### src/rtl/vlra_pkg.sv
package vlra_pkg;

  localparam int LEN_W   = 16;  // payload length field
  localparam int TOTAL_W = 16;  // stored size field, header value
  localparam int START_W = 10;  // reported start block field
  localparam int NUM_W   = 17;  // payload plus header bytes before the range check
  localparam int NEED_W  = 16;  // block count of one message
  localparam int CMP_W   = 17;  // common width for block count against free count
  localparam int SUM_W   = 18;  // block index plus block count

  typedef enum logic [1:0] {
    FUNC_PUSH = 2'd0,
    FUNC_POP  = 2'd1,
    FUNC_PEEK = 2'd2
  } func_t;

  localparam logic [TOTAL_W-1:0] HDR_EMPTY = 16'd0;  // terminator
  localparam logic [TOTAL_W-1:0] HDR_WRAP  = 16'd1;  // reader goes back to block 0

endpackage

### src/rtl/vlra_blk_div.sv
// Block count ceil(total / BLOCK_BYTES) by reciprocal multiply, one register stage.
module vlra_blk_div import vlra_pkg::*; #(
  parameter int BLOCK_BYTES = 8
) (
  input  logic              clk,
  input  logic              en,
  input  logic [NUM_W-1:0]  total,
  output logic [NEED_W-1:0] need
);

  localparam int    SH     = NUM_W + $clog2(BLOCK_BYTES);
  localparam longint MULT  = ((64'd1 << SH) + BLOCK_BYTES - 1) / BLOCK_BYTES;
  localparam int    PROD_W = SH + NEED_W;

  logic [NUM_W-1:0]  num;
  logic [PROD_W-1:0] prod;
  logic [NEED_W-1:0] need_r;

  // exact for any numerator below 2**NUM_W
  assign num  = total + NUM_W'(BLOCK_BYTES - 1);
  assign prod = PROD_W'(num) * PROD_W'(MULT);

  always_ff @(posedge clk) begin
    if (en) begin
      need_r <= prod[PROD_W-1:SH];
    end
  end

  assign need = need_r;

endmodule

### config.mk
export PLATFORM = sky130hd
export DESIGN_NAME = vlra_blk_div
export DESIGN_NICKNAME = d
export VERILOG_FILES = /design/src/rtl/vlra_pkg.sv /design/src/rtl/vlra_blk_div.sv
export SDC_FILE = /design/constraint.sdc
export NUM_CORES = 1
export LEC_CHECK = 0
export ABC_AREA = 1
export BUFFER_PORTS_ARGS = -buffer_cell sky130_fd_sc_hd__buf_2
export CORE_UTILIZATION = 46
export DETAILED_ROUTE_END_ITERATION = 7
export GPL_ROUTABILITY_DRIVEN = 0
export PLACE_DENSITY = 0.77
export SETUP_SLACK_MARGIN = 0.3
export SYNTH_ARGS = -nofsm -noshare
export SYNTH_HDL_FRONTEND = slang
export SYNTH_SLANG_ARGS = --single-unit
export TNS_END_PERCENT = 50
### constraint.sdc
create_clock -name clk -period 1.4 [get_ports clk]
set_input_delay 0.28 -clock clk [delete_from_list [all_inputs] [get_ports clk]]
set_output_delay 0.28 -clock clk [all_outputs]
set_load 0.05 [all_outputs]
==> metrics.yaml, run 1 <==
global_routing:
  overflow: 0
  grt_usage_pct: 17.9
  grt_pass1_wl_mm: 2.57
  first_global_vias: 650
  antenna_found_initial: 0
  grt_max_degree: 15
pwr:
  peakVddDrop_uv: 530
  p_switching_uw: 358
  p_clk_share_pct: 20.9
  sequentialPowerShare_pct: 48.6
  powerDensity_nw_per_um2: 958
  p_int_uw: 710
  pwr-share-comb_pct: 30.5
  p_leak_uw: 0.000536
  switching_share_pct: 33.5
cells_and_area:
  final_common_cell: "nand2_1"
  final_util_pct: 69.9
  antennaDiodeCount: 0
  nNetsFinal: 159
  final_cell_mix: "nand2_1, buf_2, inv_1"
  drive_above_1_share_pct: 28.3
  area_growth_pct: 34.4
  largest_reg_flops: 14
  fill_cells: 130
floorplan:
  dieWidth_um: 44.5
  core_area_sq_um: 1590
  initial_utilization_pct: 52.0
  row_count: 14
  dieArea_sq_um: 1980
  die_y_um: 44.5
  io_pins: 35
min_path:
  holdPathStages: 3
  hp-class: "in -> reg"
  min-delay-start: "total[16]"
clock_network:
  h-tree-depth: 1
  clk_pin_slew_ns: 0.08
  clkSinkCount: 14
  cts_tree: "yes"
  holdBufCountCts: 0
  clock-root-buffer: "clkbuf_4"
  numCtsBuffers: 3
  cts_buffer_depth: 2
sta:
  post-route-min-period_ns: 1.12
  setup_viol: 0
  final.setup.tns_ns: 0
  fmax_ghz: 0.897
  slew_violations: 0
  fin_crit_sh_pct: 79.7
  rsz0062_at_grt: "true"
  hold_viol: 0
worst_setup_path:
  cp_cell_sequence: "buf_6"
  crit_buf_inv: 1
  required_ns: 1.12
  cp_max_fo: 1
  max_stage_delay_ns: 0.39
  cp_slowest_cell: "edfxtp_1"
  cp-startpoint: "need[8]$_DFFE_PP_"
  cp_top_family: "flip-flops"
  endpoint: "need[8]"
  critPathCaptureType: "primary output"
  worstSetupStartpointType: "register"
  crit_type: "reg -> out"
  cp.arrival_ns: 0.84
  cp_num_cells: 1
yosys:
  yosysUniqueCellTypes: 15
  ys_ff_latch: 14
  syn_area_per_cell_sq_um: 7.98
  synth_cells: 104
  yosysWarnings: 0
  syn_area_sq_um: 830
  yosysSeqAreaShare_pct: 50.7
routing:
  wl_per_cell_um: 9.60
  vias_per_cell: 4.62
  ant_nets: 0
  dr_wl_met3_um: 55
  via_count: 748
  drtIter0Drc: 9
  dr_wl_met2_um: 807
  first_pass_iters: 4
  wl_met1_um: 676
  wirelength_mm: 1.56
  drc: 0
  dr.max_layer_used: "met4"
placed_design:
  dp_hpwl_mm: 1.19
  port_buffers: 32
job:
  max-cap-violations: 0
outcome:
  status: "finished clean"
## Yosys cell counts
library cell / number / area share, %
nand3b_1: 1 / 0.91
o21ai_0: 5 / 3.0
inv_1: 15 / 6.8
edfxtp_1: 14 / 51
nor2_4: 2 / 2.7
xor2_1: 1 / 1.1
nand2_1: 39 / 18
nand2_2: 1 / 0.75
buf_4: 2 / 1.8
conb_1: 1 / 0.45
nand4_1: 1 / 0.75
nor2_1: 13 / 5.9
nand2_4: 1 / 1.4
xnor2_1: 3 / 3.2
nand3_1: 5 / 3.0
## power by group through the flow
stage / Combinational (uW) / Sequential (uW) / Clock [uW]
CTS: 316 / 515 / 224
global route: 344 / 522 / 242
global placement: 281 / 518 / 0
floorplan: 71.7 / 652 / 0
detailed placement: 284 / 519 / 0
finish: 326 / 519 / 224
## cells by family (layout without fill, tap and decap cells)
| logic type | Yosys count | in the layout | share of synthesized area (%) |
|---|---|---|---|
| AO/OA/AOI/OAI | 5 | 5 | 3.02 |
| other | 1 | 2 | 0.452 |
| buffers and inverters | 17 | 50 | 8.60 |
| XOR/XNOR | 4 | 4 | 4.22 |
| AND/OR/NAND/NOR | 63 | 63 | 33.0 |
| flip-flops | 14 | 14 | 50.7 |
## layout make-up
| type | count | area, sq um | share of cell area [%] |
|---|---|---|---|
| Tap cell | 24 | 30.0 | 2.69 |
| Inverter | 15 | 56.3 | 5.05 |
| Sequential cell | 14 | 420 | 37.7 |
| Clock buffer | 3 | 22.5 | 2.02 |
| Timing Repair Buffer | 32 | 244 | 21.9 |
| Multi-Input combinational cell | 74 | 342 | 30.6 |
## metrics by stage
stage	setup WS [ns]	cell area [sq um]	power [uW]	std cells	hold slack, ns
CTS	0.285	1090	1050	162	0.283
global route	0.246	1110	1110	162	0.308
global placement	0.147	1010	799	159	0.563
finish	0.285	1110	1070	162	0.286
floorplan	0.303	833	724	105	0.392
detailed placement	0.127	1010	803	159	0.566
## timing repair
action / in CTS / in global routing
buffers inserted: 0 / 0
pin swaps: 0 / 0
gates resized for setup: 21 / 6
setup endpoints to repair: 14 / 17
cloned: 0 / 0
## worst min path at each step
stage | endpoint | slack [ns]
after detailed placement | need[13]$_DFFE_PP_ | 0.57
after CTS | need[13]$_DFFE_PP_ | 0.28
after global placement | need[13]$_DFFE_PP_ | 0.56
after floorplan | need[0]$_DFFE_PP_ | 0.39
final | need[13]$_DFFE_PP_ | 0.29
after global routing | need[7]$_DFFE_PP_ | 0.31
## per-layer routing
| metal | track usage [%] | vias up |
|---|---|---|
| met3 | 2.45 | 2 |
| met1 | 20.1 | 331 |
| li1 | - | 394 |
| met2 | 33.5 | 21 |
| met5 | 0 | - |
| met4 | 7.27 | 0 |
No activity file was read; power rests on OpenSTA's default activity.
==> run 2: changes to the inputs <==
- ABC_AREA: 1 -> 0
- CORE_UTILIZATION: 46 -> 39
- PLACE_DENSITY: 0.77 -> 0.73
- clock period: 1.4 -> 0.9 ns (I/O delays scaled with it)
==> metrics.yaml, run 2 <==
pwr:
  pwr-share-comb_pct: 33.2  # +2.7 points
  p_clk_share_pct: 20.2  # -0.7 points
  finalPower_uw: 1740  # +63%
  sequentialPowerShare_pct: 46.6  # -2.0 points
  p_int_uw: 1180  # +67%
  powerDensity_nw_per_um2: 1420  # +48%
  p_leak_uw: 0.000500  # -6.7%
  peakVddDrop_uv: 695  # +31%
  switching_share_pct: 32.1  # -1.4 points
  p_switching_uw: 559  # +56%
routing:
  via_count: 555  # -26%
  dr_wl_met3_um: 47  # -15%
  first_pass_iters: 4  # unchanged
  wl_per_cell_um: 12.3  # +28%
  ant_nets: 0  # unchanged
  wl_met1_um: 542  # -20%
  drtIter0Drc: 11  # +2
  drc: 0  # unchanged
  wirelength_mm: 1.52  # -2.6%
  dr.max_layer_used: "met4"
  dr_wl_met2_um: 898  # +11%
  vias_per_cell: 4.51  # -2.3%
worst_setup_path:
  worstSetupStartpointType: "register"
  critPathCaptureType: "primary output"
  cp_cell_sequence: "buf_6"
  crit_buf_inv: 1  # unchanged
  crit_type: "reg -> out"
  cp_max_fo: 1  # unchanged
  required_ns: 0.72  # -0.40 ns
  cp_slowest_cell: "edfxtp_1"
  cp_top_family: "flip-flops"
  cp.arrival_ns: 0.86  # +0.02 ns
  max_stage_delay_ns: 0.41  # +0.02 ns
cells_and_area:
  final_common_cell: "buf_6"
  antennaDiodeCount: 0  # unchanged
  area_growth_pct: 76.2
  nNetsFinal: 120  # -25%
  largest_reg_flops: 14  # unchanged
  drive_above_1_share_pct: 64.6  # +36 points
  fin_area_sq_um: 1230  # +10%
  final_cell_mix: "buf_6, buf_4, edfxtp_1"
sta:
  whs_ns: 0.194  # -0.0920 ns
  setup_viol: 25  # +25
  post-route-min-period_ns: 1.04
  slew_violations: 0  # unchanged
  fin_ws_ns: -0.138  # -0.423 ns
  hold_viol: 0  # unchanged
  fmax_ghz: 0.963
  rsz0062_at_grt: "true"
  fin_crit_sh_pct: 115
global_routing:
  grt_usage_pct: 17.8  # -0.095 points
  antenna_found_initial: 0  # unchanged
  grt_max_degree: 15  # unchanged
  grt_pass1_wl_mm: 2.42  # -6.1%
  overflow: 0  # unchanged
  first_global_vias: 568  # -13%
yosys:
  synth_top_flop_cell: "edfxtp_1"
  syn_area_per_cell_sq_um: 14.2  # +79%
  async_reset_ff_share_pct: 0  # unchanged
  synth_edf_count: 14  # unchanged
  yosysWarnings: 0  # unchanged
  syn_area_sq_um: 698  # -16%
  netlist_top_cells_count: "edfxtp_1, xnor2_1, nand2_1"
  yosysSeqAreaShare_pct: 60.2  # +9.5 points
  yosysTopAreaCell: "edfxtp_1"
  netlist_top_cells_area: "edfxtp_1, xnor2_1, xor2_1, nor4_4, nand3_2"
  ys_ff_latch: 14  # unchanged
  yosys.area.top_type_share_pct: 60.2  # +9.5 points
  synth_cells: 49  # -53%
  yosysMostFrequentCell: "edfxtp_1"
  yosysUniqueCellTypes: 16  # +1
clock_network:
  cts_tree: "yes"
  h-tree-depth: 1  # unchanged
  clk_pin_slew_ns: 0.09  # about the same
  clkSinkCount: 14  # unchanged
  clock-root-buffer: "clkbuf_4"
  cts_buffer_depth: 2  # unchanged
  numCtsBuffers: 3  # unchanged
  holdBufCountCts: 0  # unchanged
outcome:
  status: "finished with violations"
  violations: "negative setup slack"
floorplan:
  initial_utilization_pct: 43.8  # -8.2 points
  core_area_sq_um: 1590  # unchanged
  die_y_um: 44.3  # -0.35%
  io_pins: 35  # unchanged
  dieWidth_um: 44.3  # -0.35%
  row_count: 14  # unchanged
  dieArea_sq_um: 1960  # -0.70%
min_path:
  hp-class: "in -> reg"
placed_design:
  port_buffers: 32  # unchanged
  dp_hpwl_mm: 1.09  # -7.9%
  place_area_sq_um: 1030  # +2.5%
  pre_cts_ws_ns: -0.421  # -0.548 ns
job:
  max-cap-violations: 0  # unchanged
==> run 2: cell types whose count changed after synthesis, moves of 2 or more <==
cell     previous run  this run
nand2_1            39         4
inv_1              15         1
nor2_1             13         0
xnor2_1             3        11
o21ai_0             5         0
nand3_1             5         3
nand3_2             0         2
nor2_4              2         0
xor2_1              1         3
==> run 2: final timing paths <==
kind | startpoint | end | slack (ns) | depth (start not counted)
worst min-delay path | total[16] | need[13]$_DFFE_PP_ | 0.19 | 2
worst max-delay path | need[2]$_DFFE_PP_ | need[2] | -0.14 | 1
==> run 2: final cells by class <==
cell class	instances	area, sq um
Multi-Input combinational cell	33	324
Inverter	1	3.75
Fill cell	98	364
Tap cell	24	30.0
Timing Repair Buffer	48	429
Sequential cell	14	420
Clock buffer	3	22.5
==> run 2: metal layers <==
layer	vias to the layer above	GRT usage [%]
met1	262	18.7
li1	272	-
met5	-	0
met2	17	32.6
met4	0	10.9
met3	4	2.86
==> run 2: cells by family (layout without fill, tap and decap cells) <==
logic type | after synthesis | count (layout) | share of synthesized area [%]
buffers and inverters | 3 | 52 | 2.69
AOI/OAI and AO/OA | 1 | 1 | 1.43
DFF | 14 | 14 | 60.2
xor gates and xnor gates | 14 | 14 | 17.6
other | 1 | 2 | 0.537
and+or+nand+nor | 16 | 16 | 17.6
==> run 2: power by group through the flow <==
stage | registers [uW] | logic (uW) | clock network [uW]
floorplan | 1020 | 83.6 | 0
global placement | 808 | 466 | 0
detailed placement | 810 | 473 | 0
CTS | 810 | 575 | 340
global route | 816 | 604 | 378
finish | 812 | 578 | 351
==> run 2: repair_timing <==
action                     CTS  global route
buffers inserted             0             0
resized for setup           44             2
hold endpoints to repair     0             0
setup endpoints to repair   28            28
pin swaps                    6             0
==> run 2: metrics by stage <==
step,util [%],setup TNS [ns],cells
finish,77.2,-2.13,123
global route,77.2,-2.82,123
CTS,76.8,-2.03,123
detailed placement,64.8,-4.69,120
global placement,64.8,-4.47,120
floorplan,-,-1.94,50
==> run 3: changes to the inputs <==
- CORE_MARGIN: not set -> 4
- RECOVER_POWER: not set -> 25
==> metrics.yaml, run 3 (synthesis gave the netlist of run 2 again) <==
routing:
  wl_per_cell_um: 12.0  # -2.8%
  via_count: 538  # -3.1%
  ant_nets: 0  # unchanged
  vias_per_cell: 4.30  # -4.6%
  wirelength_mm: 1.50  # -1.2%
  drtIter0Drc: 4  # -7
  first_pass_iters: 4  # unchanged
  drc: 0  # unchanged
clock_network:
  postCtsSetupRepairBufs: 0  # unchanged
  clkSinkCount: 14  # unchanged
  clk_pin_slew_ns: 0.07  # -0.02 ns
  numCtsBuffers: 3  # unchanged
  cts_tree: "yes"
  clock-root-buffer: "clkbuf_4"
  cts_buffer_depth: 2  # unchanged
  holdBufCountCts: 0  # unchanged
  h-tree-depth: 1  # unchanged
global_routing:
  grt_max_degree: 15  # unchanged
  grt_usage_pct: 13.3  # -4.5 points
  overflow: 0  # unchanged
  grt_pass1_wl_mm: 2.39  # -0.87%
  antenna_found_initial: 0  # unchanged
  first_global_vias: 537  # -5.5%
worst_setup_path:
  cp_max_fo: 1  # unchanged
  cp_slowest_cell: "edfxtp_1"
  crit_buf_inv: 1  # unchanged
  max_stage_delay_ns: 0.41  # about the same
  cp-startpoint: "need[3]$_DFFE_PP_"
  critPathCaptureType: "primary output"
  cp_top_family: "flip-flops"
  worstSetupStartpointType: "register"
  cp.arrival_ns: 0.86  # about the same
  crit_type: "reg -> out"
  required_ns: 0.72  # about the same
  cp_cell_sequence: "buf_6"
sta:
  slew_violations: 0  # unchanged
  final.setup.tns_ns: -2.01  # +0.112 ns
  rsz0062_at_grt: "true"
  fin_crit_sh_pct: 115  # -0.20 points
  fin_ws_ns: -0.137  # +0.00181 ns
  hold_viol: 0  # unchanged
  setup_viol: 26  # +4.0%
  post-route-min-period_ns: 1.04  # -0.00181 ns
  fmax_ghz: 0.965  # +0.17%
placed_design:
  dp_hpwl_mm: 1.16  # +6.0%
  dp_cells: 122  # +1.7%
  port_buffers: 32  # unchanged
pwr:
  powerDensity_nw_per_um2: 1430  # +1.2%
  p_leak_uw: 0.000493  # -1.4%
  peakVddDrop_uv: 697  # +0.30%
floorplan:
  dieArea_sq_um: 2530  # +29%
  row_count: 15  # +1
  core_area_sq_um: 1710  # +7.1%
  initial_utilization_pct: 40.9  # -2.9 points
  dieWidth_um: 50.3  # +14%
  io_pins: 35  # unchanged
  die_y_um: 50.3  # +14%
cells_and_area:
  final_common_cell: "buf_4"
  antennaDiodeCount: 0  # unchanged
  drive_above_1_share_pct: 65.0  # +0.35 points
  stdcell_count: 125  # +1.6%
  area_growth_pct: 69.5
  nNetsFinal: 121  # +0.83%
  final_cell_mix: "buf_4, buf_2, buf_6"
  fill_cells: 124  # +27%
  largest_reg_flops: 14  # unchanged
outcome:
  status: "finished with violations"
  violations: "negative setup slack"
job:
  max-cap-violations: 0  # unchanged
min_path:
  hp-class: "in -> reg"
  min-delay-start: "total[15]"
run 3: cell types whose count changed in the layout (fill, tap and decap cells not counted), sizes merged:
cell	before	now
clkbuf	3	4
run 3: metrics by stage:
stage	power [uW]	setup slack (ns)	util (%)	hold WS, ns	area (sq um)
final	1700	-0.137	69.3	0.225	1180
after global routing	1790	-0.191	69.3	0.212	1180
after CTS	1710	-0.127	68.9	0.213	1180
after detailed placement	1290	-0.399	61.0	0.502	1040
after global placement	1280	-0.365	61.0	0.473	1040
after floorplan	1100	-0.235	-	0.292	738
run 3: worst paths after layout:
| check | endpoint | slack [ns] | cells after the start |
|---|---|---|---|
| hold / removal | need[12]$_DFFE_PP_ | 0.23 | 2 |
| setup / recovery | need[3] | -0.14 | 1 |
run 3: metal layers:
| layer | global-route usage (%) | vias up | wire length (um) |
|---|---|---|---|
| li1 | - | 277 | - |
| met3 | 2.67 | 0 | 56 |
| met4 | 10.8 | 0 | 0 |
| met5 | 0 | - | 0 |
| met1 | 12.8 | 249 | 530 |
| met2 | 23.9 | 12 | 910 |
run 3: layout make-up:
cell class / count / area, sq um / area share, %
sequential: 14 / 420 / 35.5
timing repair buffer: 49 / 384 / 32.5
multi-input combinational: 33 / 322 / 27.2
tap: 25 / 31.3 / 2.64
clock buffer: 3 / 22.5 / 1.90
inverter: 1 / 3.75 / 0.317
run 3: power by group:
group,internal (uW),switching (uW),total (uW),leakage [uW]
sequential,785,25.8,811,0.000137
combinational,222,335,557,0.000342
clock,155,173,328,0.0000138
run 3: what timing repair did:
action | 4_1_cts | 5_1_grt
cloned | 0 | 0
gates resized for setup | 33 | 1
setup endpoints to repair | 28 | 28
pin swaps | 5 | 0
endpoints found under the hold margin | 0 | 0
